--- config.mk ---
export PLATFORM = sky130hd
export DESIGN_NAME = framed_command_receiver
export DESIGN_NICKNAME = d
export VERILOG_FILES = /design/src/fcr_pkg.sv /design/src/fcr_parser.sv /design/src/framed_command_receiver.sv
export SDC_FILE = /design/constraint.sdc
export NUM_CORES = 1
export LEC_CHECK = 0
export CORE_MARGIN = 8
export CORE_UTILIZATION = 50
export CTS_BUF_LIST = sky130_fd_sc_hd__clkbuf_4 sky130_fd_sc_hd__clkbuf_8 sky130_fd_sc_hd__clkbuf_16
export DETAILED_ROUTE_END_ITERATION = 10
export DONT_BUFFER_PORTS = 1
export MAX_ROUTING_LAYER = met4
export PLACE_DENSITY = 0.65
export SLEW_MARGIN = 10
export SYNTH_ARGS = -nofsm -noshare
export SYNTH_HDL_FRONTEND = slang
export SYNTH_HIERARCHICAL = 1
export SYNTH_SLANG_ARGS = --single-unit
--- constraint.sdc ---
create_clock -name clk -period 5.88 [get_ports clk]
set_input_delay 1.176 -clock clk [delete_from_list [all_inputs] [get_ports clk]]
set_output_delay 1.176 -clock clk [all_outputs]
set_load 0.05 [all_outputs]
--- src/fcr_pkg.sv ---
// shared constants and types for the framed command receiver
`default_nettype none
package fcr_pkg;

	// frame layout constants
	localparam int unsigned MAX_PARAMS     = 8;
	localparam logic [7:0]  PREAMBLE_A     = 8'h4D;
	localparam logic [7:0]  PREAMBLE_B     = 8'h58;
	localparam logic [7:0]  CHECK_SEED     = 8'hAA;
	localparam logic [7:0]  ADDRESS_RESET  = 8'h42;

	// widths of the result fields
	localparam int unsigned BYTE_W   = 8;
	localparam int unsigned COUNT_W  = 4;
	localparam int unsigned SLOT_W   = 3;
	localparam int unsigned PARAMS_W = MAX_PARAMS * BYTE_W;

	// result of one byte beat from the parser
	typedef struct packed {
		logic                hit;
		logic [BYTE_W-1:0]   command_code;
		logic [COUNT_W-1:0]  param_count;
		logic [PARAMS_W-1:0] param_bytes;
	} fcr_result_t;

endpackage
`default_nettype wire

--- src/fcr_parser.sv ---
// frame hunting state machine, parameter store and checksum
`default_nettype none
module fcr_parser (
	input  wire logic                clk,
	input  wire logic                arst_n,
	input  wire logic                beat_en,
	input  wire logic [7:0]          rx_byte,
	input  wire logic [7:0]          board_address,
	output fcr_pkg::fcr_result_t     result
);
	import fcr_pkg::*;

	typedef enum logic [2:0] {
		PH_HUNT,
		PH_SECOND,
		PH_ADDR,
		PH_CMD,
		PH_LEN,
		PH_PARAM,
		PH_CHECK
	} phase_t;

	phase_t              phase_q;
	logic [COUNT_W-1:0]  bytes_left_q;
	logic [COUNT_W-1:0]  write_slot_q;
	logic [BYTE_W-1:0]   running_check_q;
	logic [BYTE_W-1:0]   held_command_q;
	logic [COUNT_W-1:0]  held_count_q;
	logic [BYTE_W-1:0]   param_store_q [MAX_PARAMS];

	logic                len_too_big;
	logic [PARAMS_W-1:0] packed_params;

	assign len_too_big = ({{(32-BYTE_W){1'b0}}, rx_byte} > MAX_PARAMS);

	// pack stored parameters, slots at or above the count read as zero
	always_comb begin
		packed_params = '0;
		for (int k = 0; k < MAX_PARAMS; k++) begin
			if (k < 32'(held_count_q)) begin
				packed_params[k*BYTE_W +: BYTE_W] = param_store_q[k];
			end
		end
	end

	// result for the current beat
	always_comb begin
		result.hit          = beat_en && (phase_q == PH_CHECK)
		                      && ((running_check_q ^ rx_byte) == '0);
		result.command_code = held_command_q;
		result.param_count  = held_count_q;
		result.param_bytes  = packed_params;
	end

	// phase sequencing and frame capture
	always_ff @(posedge clk or negedge arst_n) begin
		if (!arst_n) begin
			phase_q         <= PH_HUNT;
			bytes_left_q    <= '0;
			write_slot_q    <= '0;
			running_check_q <= '0;
			held_command_q  <= '0;
			held_count_q    <= '0;
			for (int k = 0; k < MAX_PARAMS; k++) begin
				param_store_q[k] <= '0;
			end
		end else if (beat_en) begin
			unique case (phase_q)
				PH_HUNT: begin
					if (rx_byte == PREAMBLE_A) begin
						phase_q <= PH_SECOND;
					end
				end
				PH_SECOND: begin
					phase_q <= (rx_byte == PREAMBLE_B) ? PH_ADDR : PH_HUNT;
				end
				PH_ADDR: begin
					phase_q <= (rx_byte == board_address) ? PH_CMD : PH_HUNT;
				end
				PH_CMD: begin
					held_command_q  <= rx_byte;
					running_check_q <= CHECK_SEED ^ rx_byte;
					phase_q         <= PH_LEN;
				end
				PH_LEN: begin
					if (len_too_big) begin
						phase_q <= PH_HUNT;
					end else begin
						held_count_q    <= rx_byte[COUNT_W-1:0];
						bytes_left_q    <= rx_byte[COUNT_W-1:0];
						write_slot_q    <= '0;
						running_check_q <= running_check_q ^ rx_byte;
						phase_q         <= (rx_byte != '0) ? PH_PARAM : PH_CHECK;
					end
				end
				PH_PARAM: begin
					param_store_q[write_slot_q[SLOT_W-1:0]] <= rx_byte;
					running_check_q <= running_check_q ^ rx_byte;
					write_slot_q    <= write_slot_q + COUNT_W'(1);
					bytes_left_q    <= bytes_left_q - COUNT_W'(1);
					if (bytes_left_q == COUNT_W'(1)) begin
						phase_q <= PH_CHECK;
					end
				end
				PH_CHECK: begin
					phase_q <= PH_HUNT;
				end
				default: begin
					phase_q <= PH_HUNT;
				end
			endcase
		end
	end

endmodule
`default_nettype wire

--- src/framed_command_receiver.sv ---
// top level of the framed command receiver: handshakes, address register, result register
//
// Usage:
//   Input channel rx_byte / in_valid / in_ready carries one received serial
//   byte per beat. The block hunts for frames 'M' 'X' address command length
//   params check, where check makes 0xAA ^ command ^ length ^ params ^ check
//   equal to zero. Frames with a wrong preamble, address, length or check
//   give no result.
//   Output channel command_code / param_count / param_bytes with out_valid /
//   out_ready carries one beat per good frame; unused parameter bytes are zero.
//   cfg_we / cfg_wdata write board_address (reset 0x42). The user must write it only
//   while the block is idle; the block itself leaves this unchecked. The result is
//   registered when the check byte is taken and offered in the next cycle. Throughput:
//   one byte per cycle while in_ready is high; the result register holds one entry.
//   Stall: while a result waits and out_ready is low, in_ready is low; it rises
//   again in the cycle the result is taken.
//   Reset: arst_n clears the parser to hunting, empties the result register
//   and restores the board address.
`default_nettype none
module framed_command_receiver (
	input  wire logic                         clk,
	input  wire logic                         arst_n,
	input  wire logic                         cfg_we,
	input  wire logic [7:0]                   cfg_wdata,
	input  wire logic                         in_valid,
	output logic                              in_ready,
	input  wire logic [7:0]                   rx_byte,
	output logic                              out_valid,
	input  wire logic                         out_ready,
	output logic [7:0]                        command_code,
	output logic [fcr_pkg::COUNT_W-1:0]       param_count,
	output logic [fcr_pkg::PARAMS_W-1:0]      param_bytes
);
	import fcr_pkg::*;

	logic [BYTE_W-1:0]   address_q;
	logic                in_beat;
	fcr_result_t         result;
	logic                out_valid_q;
	logic [BYTE_W-1:0]   command_code_q;
	logic [COUNT_W-1:0]  param_count_q;
	logic [PARAMS_W-1:0] param_bytes_q;

	// a new beat is taken whenever the result register is free or draining
	assign in_ready = !out_valid_q || out_ready;
	assign in_beat  = in_valid && in_ready;

	// board address register
	always_ff @(posedge clk or negedge arst_n) begin
		if (!arst_n) begin
			address_q <= ADDRESS_RESET;
		end else if (cfg_we) begin
			address_q <= cfg_wdata;
		end
	end

	fcr_parser u_parser (
		.clk           (clk),
		.arst_n        (arst_n),
		.beat_en       (in_beat),
		.rx_byte       (rx_byte),
		.board_address (address_q),
		.result        (result)
	);

	// result register valid
	always_ff @(posedge clk or negedge arst_n) begin
		if (!arst_n) begin
			out_valid_q <= 1'b0;
		end else if (in_beat) begin
			out_valid_q <= result.hit;
		end else if (out_ready) begin
			out_valid_q <= 1'b0;
		end
	end

	// result register payload
	always_ff @(posedge clk) begin
		if (in_beat && result.hit) begin
			command_code_q <= result.command_code;
			param_count_q  <= result.param_count;
			param_bytes_q  <= result.param_bytes;
		end
	end

	assign out_valid    = out_valid_q;
	assign command_code = command_code_q;
	assign param_count  = param_count_q;
	assign param_bytes  = param_bytes_q;

endmodule
`default_nettype wire
# == Word-level counts from Yosys, hierarchy flattened ==
# Index checks and enable logic that the tools add are counted.
# op_classes
div_mod_pow,0
n_shift,0
multipliers,0
mux,18
eq_ne,13
add_sub_neg,2
n_reduce_logical,19
n_lt_le_gt_ge,11
n_bitwise,4
# ops
op,n
$bwmux W64,1
$demux W8 S3,1
$pmux W8 S3,1
$pmux W3 S6,1
$eq A8 B7 Y1 const B,2
$lt A3 B4 Y1 const A,4
$mux W8,2
$pmux W4 S2,2
$reduce_and A3 Y1,4
$eq A3 B3 Y1 const B,3
$mux W3,3
$eq A8 B8 Y1,1
$gt A8 B4 Y1 const B,1
$logic_not A8 Y1,1
$lt A1 B4 Y1 const A,2
$lt A2 B4 Y1 const A,2
$mux W4,2
$reduce_bool A8 Y1,1
$xor A8 B8 Y8,1
$eq A3 B2 Y1 const B,2
$mux W2,3
$logic_and A1 B1 Y1,5
$add A4 B1 Y4 const B,1
$eq A4 B1 Y1 const B,1
other kinds (16),20
# word_totals
ff_bits,180
latchBits,0
inputBits,21
mem_bits_rw,0
wordCells,93
mem_bits_ro,0
memories,0
output_inout_bits,78

# == Depth between registers and ports, before layout ==
# depth
depth_word,6
ltp_mapped,8
ltp_nobuf,6

# == Modules after synthesis ==
# Netlist, hierarchy kept.
# by_module_without_submodules
mod,area_per_inst_um2,cells_each,instances
fcr_parser,4664.5,399,1
framed_command_receiver,2667.6,99,1

# == Worst setup path before layout ==
# No wires, ideal clock.
# synth_timing
path_kind,input to register
from,in out_ready
to,reg command_code_q[0] (netlist: command_code[0]) (enable)
path_stages,6
t_arrival_ps,5715
path_slack_ps,-355
path_buffers,0
cell_sequence,nand2b_1 > and2_1 > nand4b_1 > nor4_1 > nand2_1 > nor2b_1
# synth_lines
element,line,rtl
"start, declared",framed_command_receiver.sv:29,"input wire logic out_ready,"
"end signal, assigned",framed_command_receiver.sv:80,command_code_q <= result.command_code;
"end, declared",framed_command_receiver.sv:40,logic [BYTE_W-1:0] command_code_q;

==> report_table.html <==
<table>
<tr><th>Metric</th><th>Value</th></tr>
<tr><th colspan="2">Floorplanning</th></tr>
<tr><td>Floorplan die height</td><td>~140 µm</td></tr>
<tr><td>Cell Rows</td><td>between 40 and 50</td></tr>
<tr><td>Die outline width</td><td>137 µm</td></tr>
<tr><td>Total Die Area</td><td>between 15,000 and 20,000 µm²</td></tr>
<tr><td>Effective utilization at floorplan</td><td>around half</td></tr>
<tr><td>Core Footprint</td><td>14,400 µm²</td></tr>
<tr><td>Number of placed I/O pins</td><td>just under 100</td></tr>
<tr><th colspan="2">Timing</th></tr>
<tr><td>Part of the cycle the worst path needs</td><td>between 60% and 70%</td></tr>
<tr><td>Minimum setup slack in the final design</td><td>2.32 ns</td></tr>
<tr><td>Final number of hold-violating endpoints</td><td>0</td></tr>
<tr><td>Max transition margin</td><td>a little over a third</td></tr>
<tr><td>Max-slew violation total from the final report</td><td>0</td></tr>
<tr><td>Final sum of negative setup slack</td><td>0 ns</td></tr>
<tr><td>Setup repair after global routing missed its margin</td><td>false</td></tr>
<tr><td>Max Clock Freq</td><td>0.281 GHz</td></tr>
<tr><td>Period minus WS final</td><td>3.56 ns</td></tr>
<tr><td>Clk_skew</td><td>between 0.007 and 0.008 ns</td></tr>
<tr><td>Transition time at the pin with the least slew margin</td><td>between 0.9 and 1 ns</td></tr>
<tr><td>Number of setup violations in the final report</td><td>0</td></tr>
<tr><th colspan="2">Power and ir drop</th></tr>
<tr><td>Leakage power of the design</td><td>roughly 0.0031 µW</td></tr>
<tr><td>Pwr dens</td><td>roughly 300 nW/µm²</td></tr>
<tr><td>Max VDD drop</td><td>between 0.15 and 0.2 mV</td></tr>
<tr><th colspan="2">Synthesis</th></tr>
<tr><td>Flip-flop and latch count after synthesis</td><td>approximately 180</td></tr>
<tr><td>Main synth FF type</td><td>sky130_fd_sc_hd__dfrtp_1</td></tr>
<tr><td>Net Count, Synth</td><td>~520</td></tr>
<tr><td>Register area share after synthesis</td><td>~66%</td></tr>
<tr><td>Number of warnings issued by yosys</td><td>6</td></tr>
<tr><td>Async set-reset flop share out of synthesis</td><td>a little under three fifths</td></tr>
<tr><td>Number of enable flip-flop cells after synthesis</td><td>between 70 and 80</td></tr>
<tr><td>Post-Syn Area per Cell</td><td>around 15 µm²</td></tr>
<tr><td>Post-Syn Area</td><td>7330 µm²</td></tr>
<tr><td>Count of cell types in the netlist</td><td>55</td></tr>
<tr><td>Number of instances in the synthesized netlist</td><td>around 500</td></tr>
<tr><th colspan="2">Layout</th></tr>
<tr><td>Final-layout fill cell count</td><td>1,196</td></tr>
<tr><td>Number of antenna repair diodes</td><td>0</td></tr>
<tr><td>Final-stage net count</td><td>516</td></tr>
<tr><td>Area of all placed cells without fillers</td><td>about 8000 µm²</td></tr>
<tr><td>Area growth syn-to-layout</td><td>9.45%</td></tr>
<tr><td>Cell Count, Final, Fillers Out</td><td>689</td></tr>
<tr><td>Reg area</td><td>approximately 5000 µm²</td></tr>
<tr><td>Area used by multi-input combinational logic</td><td>about 2300 µm²</td></tr>
<tr><td>Ratio of cells with drive above 1 in the final layout</td><td>26.1%</td></tr>
<tr><th colspan="2">Setup path</th></tr>
<tr><td>Register-to-register setup slack</td><td>around 2.4 ns</td></tr>
<tr><td>Reg-to-reg critical path startpoint</td><td>out_valid$_DFFE_PN0P_</td></tr>
<tr><td>Logic depth of the worst register-to-register path</td><td>7</td></tr>
<tr><td>Required time at the worst-slack endpoint</td><td>approximately 6 ns</td></tr>
<tr><td>Critical path capture point type</td><td>flop</td></tr>
<tr><td>Endpoint arrival time on the critical path</td><td>roughly 3.7 ns</td></tr>
<tr><td>Startpoint of the most critical setup path</td><td>out_ready</td></tr>
<tr><td>Type of the worst setup path</td><td>input pin to flop</td></tr>
<tr><td>Last element of the critical path</td><td>param_bytes[38]$_DFFE_PP_</td></tr>
<tr><td>Kind of launch point of the worst setup path</td><td>input pin</td></tr>
<tr><td>Terminus of the critical flop-to-flop path</td><td>param_bytes[38]$_DFFE_PP_</td></tr>
<tr><td>Largest fanout on the critical path</td><td>46</td></tr>
<tr><th colspan="2">Flow run</th></tr>
<tr><td>Max Cap Viol</td><td>0</td></tr>
<tr><th colspan="2">Clocking</th></tr>
<tr><td>Root buffer cell</td><td>sky130_fd_sc_hd__clkbuf_16</td></tr>
<tr><td>TritonCTS clock tree</td><td>done</td></tr>
<tr><td>Maximum root-to-sink buffer count</td><td>2</td></tr>
<tr><td>Number of gates resized after cts</td><td>0</td></tr>
<tr><td>Clock latency of the later-clocked register in the worst-skew pair</td><td>about 0.42 ns</td></tr>
<tr><td>Number of buffers inserted by hold repair at cts</td><td>0</td></tr>
<tr><td>Total clock buffers created by CTS</td><td>17</td></tr>
<tr><td>Clock input transition at the sequential cells of the worst setup and hold paths</td><td>roughly 0.060 ns</td></tr>
<tr><td>Number of sinks driven by the clock tree</td><td>between 150 and 200</td></tr>
<tr><td># Post-CTS Setup Buffers</td><td>0</td></tr>
<tr><td>Number of levels in the clock H-tree</td><td>4</td></tr>
<tr><th colspan="2">Global route</th></tr>
<tr><td>Vias in the first global route</td><td>around 4,000</td></tr>
<tr><td>Overflow after GRT</td><td>0</td></tr>
<tr><td>First-pass GRT wire length</td><td>approximately 22 mm</td></tr>
<tr><td>Initial antenna violation count</td><td>0</td></tr>
<tr><td>Pin count of the biggest net entering global routing</td><td>around 100</td></tr>
<tr><td>Overall fraction of global-route tracks in use</td><td>~16%</td></tr>
<tr><th colspan="2">Route</th></tr>
<tr><td>Router iterations before antenna repair</td><td>4</td></tr>
<tr><td>Number of antenna-violating nets in the routed design</td><td>0</td></tr>
<tr><td>Iteration-0 DRC count of the detailed router</td><td>~240</td></tr>
<tr><td>WL final</td><td>about 14 mm</td></tr>
<tr><td>Number of DRC violations after detailed routing</td><td>0</td></tr>
<tr><td>Vias per cell</td><td>5.57</td></tr>
<tr><td>Total via count after detailed routing</td><td>approximately 3,800</td></tr>
<tr><td>Per-cell routed wire length</td><td>20.3 µm</td></tr>
<tr><th colspan="2">Place</th></tr>
<tr><td>GPL Wtd Cong</td><td>around 0.77</td></tr>
<tr><td>Count of input and output buffers</td><td>0</td></tr>
<tr><td>Placed Instances</td><td>657</td></tr>
<tr><td>Post-place instance area</td><td>roughly 7500 µm²</td></tr>
<tr><td>Post-DP HPWL</td><td>about 8.9 mm</td></tr>
<tr><td>Worst slack at placement</td><td>1.84 ns</td></tr>
<tr><th colspan="2">Min path</th></tr>
<tr><td>Path category of the worst min-delay check</td><td>input pin to asynchronous set/reset pin</td></tr>
<tr><th colspan="2">Outcome</th></tr>
<tr><td>Run status</td><td>finished, final reports clean</td></tr>
</table>
where the power goes:
group	total [µW]	switching [µW]	internal, µW	leakage, µW
Sequential	1350	33.0	1310	0.00195
Combinational	76.0	29.1	46.8	0.000936
Clock	1040	459	583	0.000256
Total	2470	521	1940	0.00315
synth_stat cells, types with 2 or more instances:
library cell / n / area, µm²
sky130_fd_sc_hd__nor3b_4: 2 / 37.5
sky130_fd_sc_hd__nand2b_1: 3 / 18.8
sky130_fd_sc_hd__nand3b_1: 2 / 15.0
sky130_fd_sc_hd__o31ai_1: 2 / 15.0
sky130_fd_sc_hd__edfxtp_1: 76 / 2280
sky130_fd_sc_hd__nand2_1: 20 / 75.1
sky130_fd_sc_hd__nand3_1: 5 / 25.0
sky130_fd_sc_hd__nand4_1: 4 / 25.0
sky130_fd_sc_hd__a211oi_1: 2 / 15.0
sky130_fd_sc_hd__nor3_1: 4 / 20.0
sky130_fd_sc_hd__buf_1: 2 / 7.51
sky130_fd_sc_hd__nand3b_4: 2 / 40.0
sky130_fd_sc_hd__nand4b_1: 2 / 17.5
sky130_fd_sc_hd__mux2_4: 8 / 120
sky130_fd_sc_hd__nor2b_1: 49 / 307
sky130_fd_sc_hd__ha_1: 3 / 37.5
sky130_fd_sc_hd__o22ai_1: 3 / 18.8
sky130_fd_sc_hd__nor4_1: 5 / 31.3
sky130_fd_sc_hd__inv_1: 5 / 18.8
sky130_fd_sc_hd__dfrtp_1: 101 / 2530
sky130_fd_sc_hd__clkbuf_1: 20 / 75.1
sky130_fd_sc_hd__a21oi_1: 6 / 30.0
sky130_fd_sc_hd__buf_2: 3 / 15.0
sky130_fd_sc_hd__dfstp_2: 2 / 52.6
sky130_fd_sc_hd__nor2_1: 16 / 60.1
sky130_fd_sc_hd__xnor2_1: 15 / 131
sky130_fd_sc_hd__a22o_1: 2 / 17.5
sky130_fd_sc_hd__a31oi_1: 2 / 12.5
sky130_fd_sc_hd__o21ai_0: 9 / 45.0
sky130_fd_sc_hd__mux2_2: 78 / 878
sky130_fd_sc_hd__and2_1: 18 / 113
sky130_fd_sc_hd__a22oi_1: 4 / 30.0
sequential cells by signal (all words and copies together), names as in the netlist, 8 cells and up:
signal	count
command_code	8
address_q	8
u_parser/running_check_q	8
param_bytes	64
u_parser/held_command_q	8
u_parser/param_store_q	64
metal layers:
metal  wire length (µm)  vias up  global-route usage (%)
li1                   -     1761                       -
met1               6190     1958                    19.9
met2               6870      105                    25.5
met3                752       13                    5.10
met4                171        0                    5.13
met5                  0        -                       -
cell usage in the layout, fill, tap and decap left out, types with 3 or more instances in the layout:
cell                         Yosys  final
sky130_fd_sc_hd__o22ai_1         3      3
sky130_fd_sc_hd__clkbuf_16       0     17
sky130_fd_sc_hd__nand4_1         4      4
sky130_fd_sc_hd__inv_1           5      5
sky130_fd_sc_hd__nand3_1         5      5
sky130_fd_sc_hd__and2_1         18     18
sky130_fd_sc_hd__o21ai_0         9      9
sky130_fd_sc_hd__clkinv_1        0      4
sky130_fd_sc_hd__nor4_1          5      5
sky130_fd_sc_hd__mux2_4          8      8
sky130_fd_sc_hd__dfrtp_1       101    101
sky130_fd_sc_hd__nor3_1          4      4
sky130_fd_sc_hd__inv_6           0      3
sky130_fd_sc_hd__nor2_1         16     16
sky130_fd_sc_hd__nand2_1        20     20
sky130_fd_sc_hd__xnor2_1        15     15
sky130_fd_sc_hd__nor2b_1        49     48
sky130_fd_sc_hd__a22oi_1         4      4
sky130_fd_sc_hd__nand2b_1        3      3
sky130_fd_sc_hd__a21oi_1         6      6
sky130_fd_sc_hd__edfxtp_1       76     76
sky130_fd_sc_hd__clkinvlp_4      0      4
sky130_fd_sc_hd__mux2_2         78     78
sky130_fd_sc_hd__ha_1            3      3
cell families (layout without fill, tap and decap cells):
| kind of cell | count (synthesis) | in the layout | synth area share [%] |
|---|---|---|---|
| compound gates | 38 | 38 | 3.45 |
| xor+xnor | 16 | 16 | 1.91 |
| fa+ha+maj | 3 | 3 | 0.512 |
| buf+inv | 32 | 39 | 1.84 |
| flops | 179 | 179 | 66.3 |
| mux | 88 | 88 | 13.9 |
| simple gates | 142 | 142 | 12.1 |
how the worst min path moves through the flow:
stage | startpoint | end | depth (start not counted)
after detailed placement | u_parser/held_command_q[2]$_DFFE_PN0P_ | command_code[2]$_DFFE_PP_ | 0
after floorplan | u_parser/held_command_q[0]$_DFFE_PN0P_ | command_code[0]$_DFFE_PP_ | 0
after global routing | arst_n | u_parser/phase_q[1]$_DFFE_PN0P_ | 0
after global placement | u_parser/held_command_q[7]$_DFFE_PN0P_ | command_code[7]$_DFFE_PP_ | 0
final | arst_n | address_q[5]$_DFFE_PN0P_ | 0
after CTS | arst_n | address_q[7]$_DFFE_PN0P_ | 0
metrics by stage:
| stage | hold WS [ns] | utilization (%) | total power [µW] |
|---|---|---|---|
| 2_1_floorplan | 0.419 | - | 1440 |
| 3_3_place_gp | 0.427 | 51.9 | 1440 |
| 3_5_place_dp | 0.432 | 51.9 | 1450 |
| 4_1_cts | 0.428 | 55.6 | 2490 |
| 5_1_grt | 0.417 | 55.6 | 2560 |
| 6_report | 0.445 | 55.6 | 2470 |
final cells by class:
| class | count | share of cell area [%] |
|---|---|---|
| sequential | 179 | 60.6 |
| tap | 184 | 2.87 |
| multi-input combinational | 287 | 29.2 |
| clock inverter | 14 | 1.39 |
| inverter | 5 | 0.234 |
| clock buffer | 18 | 5.39 |
| timing repair buffer | 2 | 0.343 |
critical path, cell delays in order:
cell and delay (ns):
sky130_fd_sc_hd__nand2b_1 0.49, sky130_fd_sc_hd__and2_1 0.35, sky130_fd_sc_hd__nand4b_1 0.13, sky130_fd_sc_hd__nor4_1 0.25, sky130_fd_sc_hd__nand2_1 0.15, sky130_fd_sc_hd__nor2b_4 0.74, sky130_fd_sc_hd__buf_12 0.33
Power figures use the tool's default switching activity.
